$ cat config.mk
export PLATFORM = sky130hd
export DESIGN_NAME = box_pair_contact_resolve
export DESIGN_NICKNAME = d
export VERILOG_FILES = /design/src/hdl/bpcr_pkg.sv /design/src/hdl/box_pair_contact_resolve.sv /design/src/hdl/bpcr_lane.sv /design/src/hdl/bpcr_merge.sv /design/src/hdl/bpcr_div25.sv
export SDC_FILE = /design/constraint.sdc
export NUM_CORES = 2
export LEC_CHECK = 0
export BUFFER_PORTS_ARGS = -buffer_cell sky130_fd_sc_hd__buf_2
export CELL_PAD_IN_SITES_DETAIL_PLACEMENT = 0
export CELL_PAD_IN_SITES_GLOBAL_PLACEMENT = 1
export CORE_MARGIN = 2
export CORE_UTILIZATION = 30
export DETAILED_ROUTE_END_ITERATION = 12
export PLACE_DENSITY = 0.57
export SLEW_MARGIN = 20
export SYNTH_ARGS = -nofsm -noshare
export SYNTH_HDL_FRONTEND = slang
export SYNTH_HIERARCHICAL = 1
export SYNTH_SLANG_ARGS = --single-unit
$ cat constraint.sdc
create_clock -name aclk -period 15.2 [get_ports aclk]
set_input_delay 3.04 -clock aclk [delete_from_list [all_inputs] [get_ports aclk]]
set_output_delay 3.04 -clock aclk [all_outputs]
set_load 0.01 [all_outputs]
$ cat src/hdl/bpcr_pkg.sv
// ----------------------------------------------------------------------------
// bpcr_pkg: shared types and constants of the box pair contact resolver
// Holds the sideband word that rides along the pipeline, axis codes and the
// fixed constants of the overlap and rounding arithmetic.
// ----------------------------------------------------------------------------
`default_nettype none

package bpcr_pkg;

    // Axis codes
    localparam logic [1:0] AXIS_X = 2'd0;
    localparam logic [1:0] AXIS_Y = 2'd1;
    localparam logic [1:0] AXIS_Z = 2'd2;

    // Overlap in LSB/100: 51*S - 50*|D2| - 300
    localparam int OV_S_GAIN = 51;
    localparam int OV_D_GAIN = 50;
    localparam int OV_MARGIN = 300;

    // Rounded share: (|push| + bias) >> shift, then divided by 25
    localparam int BIAS_WHOLE  = 50;
    localparam int BIAS_HALF   = 100;
    localparam int SHIFT_WHOLE = 2;
    localparam int SHIFT_HALF  = 3;
    localparam int DIV_BASE    = 25;

    // Divider: register stages of the reciprocal multiply
    localparam int DIV_STAGES = 2;

    // Per-word control that travels beside the datapath
    typedef struct packed {
        logic       contact;
        logic       pushed;
        logic [1:0] axis;
        logic       neg;     // push is negative along its axis
        logic       half;    // both boxes move, split the push
        logic       mv_a;    // box A takes a share
        logic       mv_b;    // box B takes a share
    } side_t;

endpackage

`default_nettype wire

$ cat src/hdl/box_pair_contact_resolve.sv
// Throughput: one box pair per cycle with no stall on the result side;
//   the divide by 25 is a reciprocal multiply split over two pipeline stages.
// Reset: the pipeline empties and engine_running returns to 1.
// ----------------------------------------------------------------------------
// box_pair_contact_resolve: AABB contact test and separating push
// Three axis lanes test overlap and compute overlap depth, a merge stage picks
// the least axis, a divider forms the rounded share, an output stage
// saturates and packs the moves.
// ----------------------------------------------------------------------------
`default_nettype none

module box_pair_contact_resolve
    import bpcr_pkg::*;
#(
    parameter int COORD_WIDTH = 16
) (
    input  logic          aclk,
    input  logic          aresetn,
    // Configuration: engine_running
    input  logic          cfg_wr_en,
    input  logic          cfg_wr_data,
    // Input pairs
    input  logic          s_tvalid,
    output logic          s_tready,
    // a_min[47:0], a_max[95:48], b_min[143:96], b_max[191:144],
    // a_event_mask[207:192], a_layer_mask[223:208],
    // b_event_mask[239:224], b_layer_mask[255:240]
    input  logic [255:0]  s_tdata,
    // a_fixed[0], b_fixed[1], a_sensor[2], b_sensor[3]
    input  logic [3:0]    s_tuser,
    // Results
    output logic          m_tvalid,
    input  logic          m_tready,
    // push_axis[1:0], move_a[49:2], move_b[97:50], zero fill [103:98]
    output logic [103:0]  m_tdata,
    // contact[0], pushed[1]
    output logic [1:0]    m_tuser
);

    localparam int CW      = COORD_WIDTH;
    localparam int OW      = CW + 10;
    localparam int DW      = CW + 4;
    localparam int PW      = (3 * CW > 48) ? 3 * CW : 48;
    localparam int N       = DIV_STAGES + 5;
    localparam int ST_SUM  = 0;
    localparam int ST_OV   = 1;
    localparam int ST_SEL  = 2;
    localparam int ST_PREP = 3;
    localparam int ST_DIV  = 4;
    localparam int ST_OUT  = N - 1;

    logic              engine_running_reg;
    logic [N-1:0]      vld_reg;
    logic [N:0]        rdy;
    side_t             side_reg  [N-1];
    side_t             side_next [N-1];
    side_t             side_in;

    logic [PW-1:0]     a_min_ext, a_max_ext, b_min_ext, b_max_ext;
    logic [2:0]        lane_hit;
    logic signed [OW-1:0] lane_ov [3];
    logic              lane_dpos [3];
    logic [1:0]        mrg_axis;
    logic              mrg_neg;
    logic [DW-1:0]     mrg_dvd;
    logic [DW-1:0]     div_quo;

    logic [CW:0]       q_mag;
    logic [CW-1:0]     ma_val, mb_val;
    logic [103:0]      m_tdata_next, m_tdata_reg;
    logic [1:0]        m_tuser_next, m_tuser_reg;
    side_t             side_last;

    // Configuration register
    always_ff @(posedge aclk) begin
        if (!aresetn) begin
            engine_running_reg <= 1'b1;
        end else if (cfg_wr_en) begin
            engine_running_reg <= cfg_wr_data;
        end
    end

    // Stage advance: a stage loads when empty or when its successor moves
    always_comb begin
        rdy[N] = m_tready;
        for (int i = N - 1; i >= 0; i--) begin
            rdy[i] = !vld_reg[i] || rdy[i+1];
        end
    end

    assign s_tready = rdy[0];

    always_ff @(posedge aclk) begin
        if (!aresetn) begin
            vld_reg <= '0;
        end else begin
            for (int i = 0; i < N; i++) begin
                if (rdy[i]) begin
                    vld_reg[i] <= (i == 0) ? s_tvalid : vld_reg[(i == 0) ? 0 : i - 1];
                end
            end
        end
    end

    // Unpack corners, bits beyond a 48-bit field read as zero
    assign a_min_ext = PW'(s_tdata[47:0]);
    assign a_max_ext = PW'(s_tdata[95:48]);
    assign b_min_ext = PW'(s_tdata[143:96]);
    assign b_max_ext = PW'(s_tdata[191:144]);

    genvar g;
    generate
        for (g = 0; g < 3; g++) begin : g_lane
            bpcr_lane #(
                .CW (CW)
            ) u_lane (
                .aclk   (aclk),
                .en_sum (rdy[ST_SUM]),
                .en_ov  (rdy[ST_OV]),
                .a_min  (signed'(a_min_ext[g*CW +: CW])),
                .a_max  (signed'(a_max_ext[g*CW +: CW])),
                .b_min  (signed'(b_min_ext[g*CW +: CW])),
                .b_max  (signed'(b_max_ext[g*CW +: CW])),
                .hit    (lane_hit[g]),
                .ov     (lane_ov[g]),
                .d2_pos (lane_dpos[g])
            );
        end
    endgenerate

    // Contact and push decision at entry
    always_comb begin
        side_in         = '0;
        side_in.contact = engine_running_reg && (&lane_hit)
                          && ((s_tdata[207:192] & s_tdata[255:240]) != '0);
        side_in.pushed  = side_in.contact
                          && ((s_tdata[223:208] & s_tdata[239:224]) != '0)
                          && !s_tuser[2] && !s_tuser[3];
        side_in.mv_a    = !s_tuser[0];
        side_in.mv_b    = !s_tuser[1];
        side_in.half    = !s_tuser[0] && !s_tuser[1];
        side_in.axis    = AXIS_X;
        side_in.neg     = 1'b0;
    end

    bpcr_merge #(
        .CW (CW)
    ) u_merge (
        .aclk     (aclk),
        .en_sel   (rdy[ST_SEL]),
        .en_prep  (rdy[ST_PREP]),
        .ov       (lane_ov),
        .d2_pos   (lane_dpos),
        .half     (side_reg[ST_SEL].half),
        .axis     (mrg_axis),
        .neg      (mrg_neg),
        .dividend (mrg_dvd)
    );

    bpcr_div25 #(
        .DW (DW)
    ) u_div (
        .aclk     (aclk),
        .en       (rdy[ST_DIV +: DIV_STAGES]),
        .dividend (mrg_dvd),
        .quotient (div_quo)
    );

    // Sideband pipeline, patched with axis and sign as they become known
    generate
        for (g = 0; g < N - 1; g++) begin : g_side
            if (g == 0) begin : g_in
                assign side_next[g] = side_in;
            end else if (g == ST_PREP) begin : g_axis
                always_comb begin
                    side_next[g]      = side_reg[g-1];
                    side_next[g].axis = mrg_axis;
                end
            end else if (g == ST_DIV) begin : g_sign
                always_comb begin
                    side_next[g]     = side_reg[g-1];
                    side_next[g].neg = mrg_neg;
                end
            end else begin : g_pass
                assign side_next[g] = side_reg[g-1];
            end

            always_ff @(posedge aclk) begin
                if (rdy[g]) begin
                    side_reg[g] <= side_next[g];
                end
            end
        end
    endgenerate

    // Saturate a signed share of magnitude qm, negated on request
    function automatic logic [CW-1:0] sat_share(input logic [CW:0] qm, input logic negate);
        logic [CW:0] half_range;
        half_range = (CW+1)'(1) << (CW - 1);
        if (negate) begin
            if (qm > half_range) begin
                sat_share = {1'b1, {(CW-1){1'b0}}};
            end else begin
                sat_share = CW'(-qm);
            end
        end else begin
            if (qm >= half_range) begin
                sat_share = {1'b0, {(CW-1){1'b1}}};
            end else begin
                sat_share = qm[CW-1:0];
            end
        end
    endfunction

    // Place one coordinate on its axis, drop bits beyond 48
    function automatic logic [47:0] pack_move(input logic [CW-1:0] val, input logic [1:0] ax);
        logic [PW-1:0] ext;
        ext = '0;
        unique case (ax)
            AXIS_X:  ext[0 +: CW]      = val;
            AXIS_Y:  ext[CW +: CW]     = val;
            AXIS_Z:  ext[2*CW +: CW]   = val;
            default: ext               = '0;
        endcase
        pack_move = ext[47:0];
    endfunction

    // Output stage: apply direction, saturate and pack
    always_comb begin
        side_last    = side_reg[ST_OUT-1];
        q_mag        = div_quo[CW:0];
        ma_val       = side_last.mv_a ? sat_share(q_mag, !side_last.neg) : '0;
        mb_val       = side_last.mv_b ? sat_share(q_mag, side_last.neg) : '0;
        m_tdata_next = '0;
        if (side_last.pushed) begin
            m_tdata_next[1:0]   = side_last.axis;
            m_tdata_next[49:2]  = pack_move(ma_val, side_last.axis);
            m_tdata_next[97:50] = pack_move(mb_val, side_last.axis);
        end
        m_tuser_next = {side_last.pushed, side_last.contact};
    end

    always_ff @(posedge aclk) begin
        if (rdy[ST_OUT]) begin
            m_tdata_reg <= m_tdata_next;
            m_tuser_reg <= m_tuser_next;
        end
    end

    assign m_tvalid = vld_reg[ST_OUT];
    assign m_tdata  = m_tdata_reg;
    assign m_tuser  = m_tuser_reg;

    // A push is only ever reported with a contact
    a_push_needs_contact: assert property (@(posedge aclk) disable iff (!aresetn)
        m_tvalid |-> (!m_tuser[1] || m_tuser[0]))
        else $error("push reported without contact");

    // Without a push the axis and both moves are zero
    a_idle_payload_zero: assert property (@(posedge aclk) disable iff (!aresetn)
        (m_tvalid && !m_tuser[1]) |-> (m_tdata == '0))
        else $error("nonzero move word without push");

    // Input side stalls only behind a held result
    a_stall_from_output: assert property (@(posedge aclk) disable iff (!aresetn)
        !s_tready |-> (m_tvalid && !m_tready))
        else $error("input stalled while output side free");

    // Push axis is a real axis
    a_axis_range: assert property (@(posedge aclk) disable iff (!aresetn)
        m_tvalid |-> (m_tdata[1:0] == AXIS_X || m_tdata[1:0] == AXIS_Y
                      || m_tdata[1:0] == AXIS_Z))
        else $error("push axis out of range");

endmodule

`default_nettype wire

$ cat src/hdl/bpcr_lane.sv
// ----------------------------------------------------------------------------
// bpcr_lane: per-axis overlap lane
// Tests inclusive overlap on one axis and computes the scaled overlap depth
// 51*S - 50*|D2| - 300 over two register stages.
// ----------------------------------------------------------------------------
`default_nettype none

module bpcr_lane
    import bpcr_pkg::*;
#(
    parameter int CW = 16
) (
    input  logic                   aclk,
    input  logic                   en_sum,
    input  logic                   en_ov,
    input  logic signed [CW-1:0]   a_min,
    input  logic signed [CW-1:0]   a_max,
    input  logic signed [CW-1:0]   b_min,
    input  logic signed [CW-1:0]   b_max,
    output logic                   hit,
    output logic signed [CW+9:0]   ov,
    output logic                   d2_pos
);

    localparam int SW = CW + 2;
    localparam int OW = CW + 10;

    logic signed [SW-1:0] s_next, s_reg;
    logic signed [SW-1:0] d2_next, d2_reg;
    logic signed [SW-1:0] ad;
    logic signed [OW-1:0] s_ext, ad_ext, ov_next, ov_reg;
    logic                 d2_pos_reg;

    // Inclusive overlap on this axis
    assign hit = !((a_max < b_min) || (a_min > b_max));

    // Sum of extents and twice the center delta
    assign s_next  = (SW'(a_max) - SW'(a_min)) + (SW'(b_max) - SW'(b_min));
    assign d2_next = (SW'(b_min) + SW'(b_max)) - (SW'(a_min) + SW'(a_max));

    always_ff @(posedge aclk) begin
        if (en_sum) begin
            s_reg  <= s_next;
            d2_reg <= d2_next;
        end
    end

    // Scaled overlap depth
    assign ad      = d2_reg[SW-1] ? -d2_reg : d2_reg;
    assign s_ext   = OW'(s_reg);
    assign ad_ext  = OW'(ad);
    assign ov_next = s_ext * OW'(OV_S_GAIN) - ad_ext * OW'(OV_D_GAIN) - OW'(OV_MARGIN);

    always_ff @(posedge aclk) begin
        if (en_ov) begin
            ov_reg     <= ov_next;
            d2_pos_reg <= !d2_reg[SW-1] && (d2_reg != '0);
        end
    end

    assign ov     = ov_reg;
    assign d2_pos = d2_pos_reg;

endmodule

`default_nettype wire

$ cat src/hdl/bpcr_merge.sv
// ----------------------------------------------------------------------------
// bpcr_merge: least-overlap axis selection and share preparation
// Picks the axis of least overlap from the three lanes, then forms the
// rounded, pre-shifted and clamped dividend for the divide by 25.
// ----------------------------------------------------------------------------
`default_nettype none

module bpcr_merge
    import bpcr_pkg::*;
#(
    parameter int CW = 16
) (
    input  logic                 aclk,
    input  logic                 en_sel,
    input  logic                 en_prep,
    input  logic signed [CW+9:0] ov [3],
    input  logic                 d2_pos [3],
    input  logic                 half,
    output logic [1:0]           axis,
    output logic                 neg,
    output logic [CW+3:0]        dividend
);

    localparam int OW = CW + 10;
    localparam int DW = CW + 4;
    // Clamp point: quotient 2^(CW-1)+1 saturates in either direction
    localparam logic [OW-1:0] LIM = OW'(DIV_BASE) * ((OW'(1) << (CW - 1)) + OW'(1));

    logic [1:0]           axis_next, axis_reg;
    logic signed [OW-1:0] ov_xy, ov_next, ov_reg;
    logic                 dpos_xy, dpos_next, dpos_reg;
    logic [OW-1:0]        mag, biased, shifted;
    logic                 neg_next, neg_reg;
    logic [DW-1:0]        dvd_next, dvd_reg;

    // Select least overlap, x before y before z on ties
    always_comb begin
        if (ov[1] < ov[0]) begin
            axis_next = AXIS_Y;
            ov_xy     = ov[1];
            dpos_xy   = d2_pos[1];
        end else begin
            axis_next = AXIS_X;
            ov_xy     = ov[0];
            dpos_xy   = d2_pos[0];
        end
        ov_next   = ov_xy;
        dpos_next = dpos_xy;
        if (ov[2] < ov_xy) begin
            axis_next = AXIS_Z;
            ov_next   = ov[2];
            dpos_next = d2_pos[2];
        end
    end

    always_ff @(posedge aclk) begin
        if (en_sel) begin
            axis_reg <= axis_next;
            ov_reg   <= ov_next;
            dpos_reg <= dpos_next;
        end
    end

    // Round to nearest with ties away from zero, fold in factor of 4 or 8
    always_comb begin
        mag      = ov_reg[OW-1] ? OW'(-ov_reg) : OW'(ov_reg);
        neg_next = dpos_reg ? ov_reg[OW-1] : !ov_reg[OW-1];
        if (half) begin
            biased  = mag + OW'(BIAS_HALF);
            shifted = biased >> SHIFT_HALF;
        end else begin
            biased  = mag + OW'(BIAS_WHOLE);
            shifted = biased >> SHIFT_WHOLE;
        end
        dvd_next = (shifted > LIM) ? DW'(LIM) : DW'(shifted);
    end

    always_ff @(posedge aclk) begin
        if (en_prep) begin
            neg_reg <= neg_next;
            dvd_reg <= dvd_next;
        end
    end

    assign axis     = axis_reg;
    assign neg      = neg_reg;
    assign dividend = dvd_reg;

endmodule

`default_nettype wire

$ cat src/hdl/bpcr_div25.sv
// ----------------------------------------------------------------------------
// bpcr_div25: pipelined divide by 25
// Multiplies by a rounded-up reciprocal of 25 scaled by 2^(DW+5) and keeps
// the upper bits. The dividend is split in two halves whose partial products
// are registered, then summed and shifted in the second stage.
// ----------------------------------------------------------------------------
`default_nettype none

module bpcr_div25
    import bpcr_pkg::*;
#(
    parameter int DW = 20
) (
    input  logic                  aclk,
    input  logic [DIV_STAGES-1:0] en,
    input  logic [DW-1:0]         dividend,
    output logic [DW-1:0]         quotient
);

    localparam int K  = DW + 5;
    localparam int MW = DW + 1;
    localparam int HW = DW / 2;
    localparam int LW = HW + MW;
    localparam int UW = DW - HW + MW;
    localparam int PW = 2 * DW + 1;
    // Error of the reciprocal times any dividend stays below one quotient step
    localparam logic [MW-1:0] RECIP =
        MW'(((64'd1 << K) + 64'(DIV_BASE - 1)) / 64'(DIV_BASE));

    logic [LW-1:0] lo_next, lo_reg;
    logic [UW-1:0] hi_next, hi_reg;
    logic [PW-1:0] prod;
    logic [DW-1:0] q_reg;

    // Partial products of the low and high dividend halves
    assign lo_next = LW'(dividend[HW-1:0]) * LW'(RECIP);
    assign hi_next = UW'(dividend[DW-1:HW]) * UW'(RECIP);

    always_ff @(posedge aclk) begin
        if (en[0]) begin
            lo_reg <= lo_next;
            hi_reg <= hi_next;
        end
    end

    // Combine the halves and keep the integer part
    assign prod = PW'(lo_reg) + (PW'(hi_reg) << HW);

    always_ff @(posedge aclk) begin
        if (en[1]) begin
            q_reg <= DW'(prod >> K);
        end
    end

    assign quotient = q_reg;

endmodule

`default_nettype wire

## Word-level counts from Yosys, hierarchy flattened

Memories as Yosys holds them, arrays and structs flattened.
Index checks and enable logic that the tools add are counted.

- $lt $le $gt $ge: 11
- Equality and inequality tests: 2
- Reductions and logical operators: 47
- Muxes and demuxes: 29
- Multipliers: 8
- $add $sub $neg: 32
- Bitwise logic cells: 2

Operators by type and width:

| kind | count |
|---|---|
| adder 16 x 16 -> 17 bit | 6 |
| subtractor 16 x 16 -> 17 bit | 6 |
| two-way mux 16 bit | 6 |
| two-way mux 26 bit | 3 |
| subtractor 26 x 10 -> 26 bit, second input constant | 3 |
| subtractor 26 bit | 3 |
| multiplier 18 x 7 -> 25 bit, second input constant | 3 |
| multiplier 18 x 6 -> 24 bit, second input constant | 3 |
| multiplier 10 x 20 -> 30 bit, second input constant | 2 |
| adder 18 bit | 3 |
| two-way mux 18 bit | 3 |
| negator 18 bit | 3 |
| nonzero test 18 bit | 3 |
| subtractor 18 bit | 3 |
| less-than comparator 26 bit | 2 |
| greater-than comparator 16 bit | 3 |
| less-than comparator 16 bit | 3 |
| adder 31 x 41 -> 41 bit | 1 |
| bitwise AND 16 bit | 2 |
| nonzero test 16 bit | 2 |
| adder 26 x 6 -> 26 bit, second input constant | 1 |
| adder 26 x 7 -> 26 bit, second input constant | 1 |
| negator 26 bit | 1 |
| greater-than comparator 24 x 20 -> 1 bit, second input constant | 1 |
| other kinds (13) | 64 |

- Output and inout bits: 108
- Logic and storage cells: 165
- Register bits: 423
- Input port bits: 266
- Memories: 1
- Bits in writable memories: 48

Memories:

| name | words | width | rd ports | clocked after Yosys merged registers in | write ports | RTL line | source |
|---|---|---|---|---|---|---|---|
| side_reg | 6 | 8 | 6 | 0 | 6 | box_pair_contact_resolve.sv:55 | `side_t side_reg [N-1];` |

## Depth between registers and ports, before layout

- Word-level depth: 10
- Gate-level depth with buffers: 33
- Mapped depth without buffers: 32

## Hierarchy

Netlist, hierarchy kept.

By module, submodules not included:

| module | area each (µm²) | seq. area each (µm²) | cells an instance | times used |
|---|---|---|---|---|
| bpcr_lane (g_lane[2].u_lane) | 11539.8 | 1891.8 | 1185 | 1 |
| bpcr_lane (g_lane[1].u_lane) | 11395.9 | 1891.8 | 1142 | 1 |
| bpcr_lane (g_lane[0].u_lane) | 11217.0 | 1891.8 | 1108 | 1 |
| bpcr_div25 | 9241.4 | 1981.9 | 874 | 1 |
| box_pair_contact_resolve | 6075.8 | 4214.0 | 470 | 1 |
| bpcr_merge | 5955.7 | 1501.4 | 693 | 1 |

## Least setup slack after synthesis

No wires, ideal clock.

- Path kind: input port to output port
- From: input m_tready
- To: output s_tready
- Required time: 12.160 ns
- Slack: 6.140 ns
- Arrival time: 6.020 ns
- Buffers on the path: 0
- Cell stages on the path: 4
- Path through: nor2b_1 and4_1 and3_1 nand2_1

- Longest elaborated chain between the ends: 7

Ends and longest elaborated chain:

| what | RTL line | source |
|---|---|---|
| from (decl) | box_pair_contact_resolve.sv:33 | `input logic m_tready,` |
| logical OR 1 bit (7 in series) | box_pair_contact_resolve.sv:87 | `rdy[i] = !vld_reg[i] \|\| rdy[i+1];` |
| to (decl) | box_pair_contact_resolve.sv:24 | `output logic s_tready,` |

No other way between the ends.

## Worst setup path after layout

- From: register g_lane[1].u_lane.d2_reg[5]
- To: register g_lane[1].u_lane.ov_reg[22] (data pin)

- Longest elaborated chain between the ends: 5

Ends and longest elaborated chain:

| what | RTL line | source |
|---|---|---|
| from (decl) | bpcr_lane.sv:29 | `logic signed [SW-1:0] d2_next, d2_reg;` |
| from (signal assigned) | bpcr_lane.sv:44 | `d2_reg <= d2_next;` |
| negator 18 bit | bpcr_lane.sv:49 | `assign ad = d2_reg[SW-1] ? -d2_reg : d2_reg;` |
| two-way mux 18 bit (*) | bpcr_lane.sv:49 |  |
| multiplier 18 x 6 -> 24 bit (*) | bpcr_lane.sv:52 | `assign ov_next = s_ext * OW'(OV_S_GAIN) - ad_ext * OW'(OV_D_GAIN) - OW'(OV_MARGIN);` |
| subtractor 26 bit (*) | bpcr_lane.sv:52 |  |
| subtractor 26 x 10 -> 26 bit (*) | bpcr_lane.sv:52 |  |
| named net g_lane[1].u_lane.ov_next[22] | bpcr_lane.sv:31 | `logic signed [OW-1:0] s_ext, ad_ext, ov_next, ov_reg;` |
| to (signal assigned) | bpcr_lane.sv:56 | `ov_reg <= ov_next;` |
| to (decl) | bpcr_lane.sv:31 |  |

The timed path passes the listed nets; every way through them passes the cells marked *.
A chain may end at the register's enable or synchronous reset.

==> metrics list <==
- Clock sink count: 448
- Final non-filler cell area: 0.06188 mm^2
* Actual transition at the worst max-transition pin: 992.3 ps
* Worst r2r dst: g_lane[1].u_lane/ov[22]$_DFFE_PP_
* End point of the most critical hold path: side_reg[5][0]$_DFFE_PP_
* Headroom to the max-slew limit: 0.3369
* Post-detailed-placement cell area: 0.06004 mm^2
* Layout Skew: 48.69 ps
* Die Y: 433.7 um
* CP Class: flop to flop
- In the final layout, the share of cells above drive strength 1 is 0.09816.
* Number of I/O pins: 374
- Setup repair after global routing left no endpoint under its margin.
- The number of cells on the worst reg-to-reg path is 28.
- Max Transition Viols Final: 0
- Crit start category: flop
* Most common cell on crit path: sky130_fd_sc_hd__fa_1
- Fill count: 18827
* Crit path buffers/inverters: 3
- Slowest cell on the critical path: sky130_fd_sc_hd__or4_1
* Area of the core: 0.1833 mm^2
- TritonCTS built the clock tree.
* WL final: 133.1 mm
- The run finished with clean final reports.
- Summing all flip-flop and latch instances after layout gives 0.01337 mm^2.
- Static timing analysis puts the maximum clock frequency at 0.1234 GHz.
* Width of the die: 433.7 um
* Worst-case register-to-register setup slack: 7100 ps
* Hold violation count in the final report: 0
* Data required, critical path: 15610 ps
* Gates resized, CTS repair: 0
* Final ANT Viol Nets: 0
* Maximum level of the CTS H-tree: 2
* Overall overflow remaining after global route: 0
- Family with the most delay on the worst path: adder cells
- In the global route stage, overall resource usage came out at 0.1415.
- Yosys warns: 6
- HPWL reported at the end of detailed placement: 115.0 mm
* Post-synthesis average cell area: 10.13 um^2
- Final setup violation count: 0
* Cell area after technology mapping: 0.05540 mm^2
- TritonCTS Buffers: 54
- In this run the post-CTS setup repair buffer count came out at 0.
- The startpoint identified for the worst register-to-register timing path is g_lane[1].u_lane/d2_reg[5]$_DFFE_PP_.
* Placer Congestion: 0.8364
- CP arrival: 8510 ps
* Setup tns final: 0 ps
* Cells on Worst Hold Path: 0
- Type of the worst min-delay path: flop to flop
* Pin count of the biggest net entering global routing: 74
* Element type at the critical path end: flop
- Commonest non-fill, non-tap cells in the layout: sky130_fd_sc_hd__inv_1, sky130_fd_sc_hd__ha_1, sky130_fd_sc_hd__fa_1
* Largest register FFs: 98
* NumNets Final: 7436
- Area growth, synth to finish: 11.69%
* Number of vias per cell: 4.634
- The initial utilization of the core area, before any placement, comes to 0.3023.
- Routed len/inst: 15.99 um
- Number of instances in the synthesized netlist: 5469
- Number of hold buffers added after CTS: 0
* Starting DRC count in detailed routing: 1605
* DR pass1 iterations: 5
- Vias: 38569
- Counting along the longest clock path gives a buffer depth of 3.
- Leaving out fill and tap cells, the most frequent cell in the layout is sky130_fd_sc_hd__inv_1.
- For the worst-skew pair, the clock arrives at the later sink with an insertion delay of 680 ps.
- Residual DRC count: 0
* # rows: 157
* Biggest cell delay along the critical path: 620 ps
- The floorplan step defined a die boundary enclosing 0.1881 mm^2.
- Maximum fanout along the worst path: 5
- Maximum capacitance violations: 0
- In this run the most critical hold path is launched from side_reg[4][0]$_DFFE_PP_.
* Shortest period the worst path allows: 8104 ps
- Final Cycle Share: 0.5332
- The multi-input combinational cells in the finished layout cover a total of 0.03800 mm^2.
- The number of global-route vias before repair is 40305.
- The first global-routing pass estimated 215.5 mm of wire.
* Root cell of the clock tree: sky130_fd_sc_hd__clkbuf_16
* Clock slew at reported path FFs: 60 ps
* Number of port buffers: 367
* Initial antenna violation count: 5
-- metrics by stage --
step / hold WS [ps] / setup WS (ps) / utilization / instances
after floorplan: 400.3 / 6140 / - / 5474
after global placement: 400.7 / 7217 / 0.3276 / 8224
after detailed placement: 404.5 / 7108 / 0.3276 / 8224
after CTS: 414.8 / 7077 / 0.3376 / 8322
after global routing: 420.0 / 6384 / 0.3376 / 8323
final: 414.6 / 7096 / 0.3376 / 8323
-- worst register-to-register path, delay by kind of cell (launching register included) --
family / cells / cell delay [ps]
AO/OA/AOI/OAI: 7 / 1660
XOR/XNOR: 3 / 580
adder cells (fa/ha/maj): 7 / 3150
buffers and inverters: 3 / 210
flip-flops: 1 / 450
AND/OR/NAND/NOR: 8 / 1840
-- metal layers --
metal  vias to the layer above  global-route usage  wire [um]
li1                      19580                   -          -
met1                     18392              0.1909      63440
met2                       495              0.2460      63730
met3                       102             0.01251       3439
met4                         0             0.02913       2453
met5                         -                   0          0
-- area by class of cell --
class | count | area share
multi-input combinational | 3962 | 0.6141
sequential | 448 | 0.2161
clock buffer | 59 | 0.02214
antenna | 1 | 0.00004044
clock inverter | 39 | 0.007623
timing repair buffer | 380 | 0.03126
tap | 2464 | 0.04982
inverter | 970 | 0.05888
-- how the worst max path moves through the flow --
stage                                          from                                 to  slack (ps)  cells after the start
6_report       g_lane[1].u_lane/d2_reg[5]$_DFFE_PP_  g_lane[1].u_lane/ov[22]$_DFFE_PP_        7100                     28
3_5_place_dp   g_lane[0].u_lane/d2_reg[0]$_DFFE_PP_  g_lane[0].u_lane/ov[22]$_DFFE_PP_        7110                     30
5_1_grt        g_lane[0].u_lane/d2_reg[0]$_DFFE_PP_  g_lane[0].u_lane/ov[22]$_DFFE_PP_        6380                     30
2_1_floorplan                              m_tready                           s_tready        6140                      4
3_3_place_gp   g_lane[0].u_lane/d2_reg[0]$_DFFE_PP_  g_lane[0].u_lane/ov[24]$_DFFE_PP_        7220                     30
4_1_cts        g_lane[0].u_lane/d2_reg[0]$_DFFE_PP_  g_lane[0].u_lane/ov[22]$_DFFE_PP_        7080                     30
Power is not shown: default switching activity piles up to over one toggle a cycle in this logic, so the estimate is an artifact.
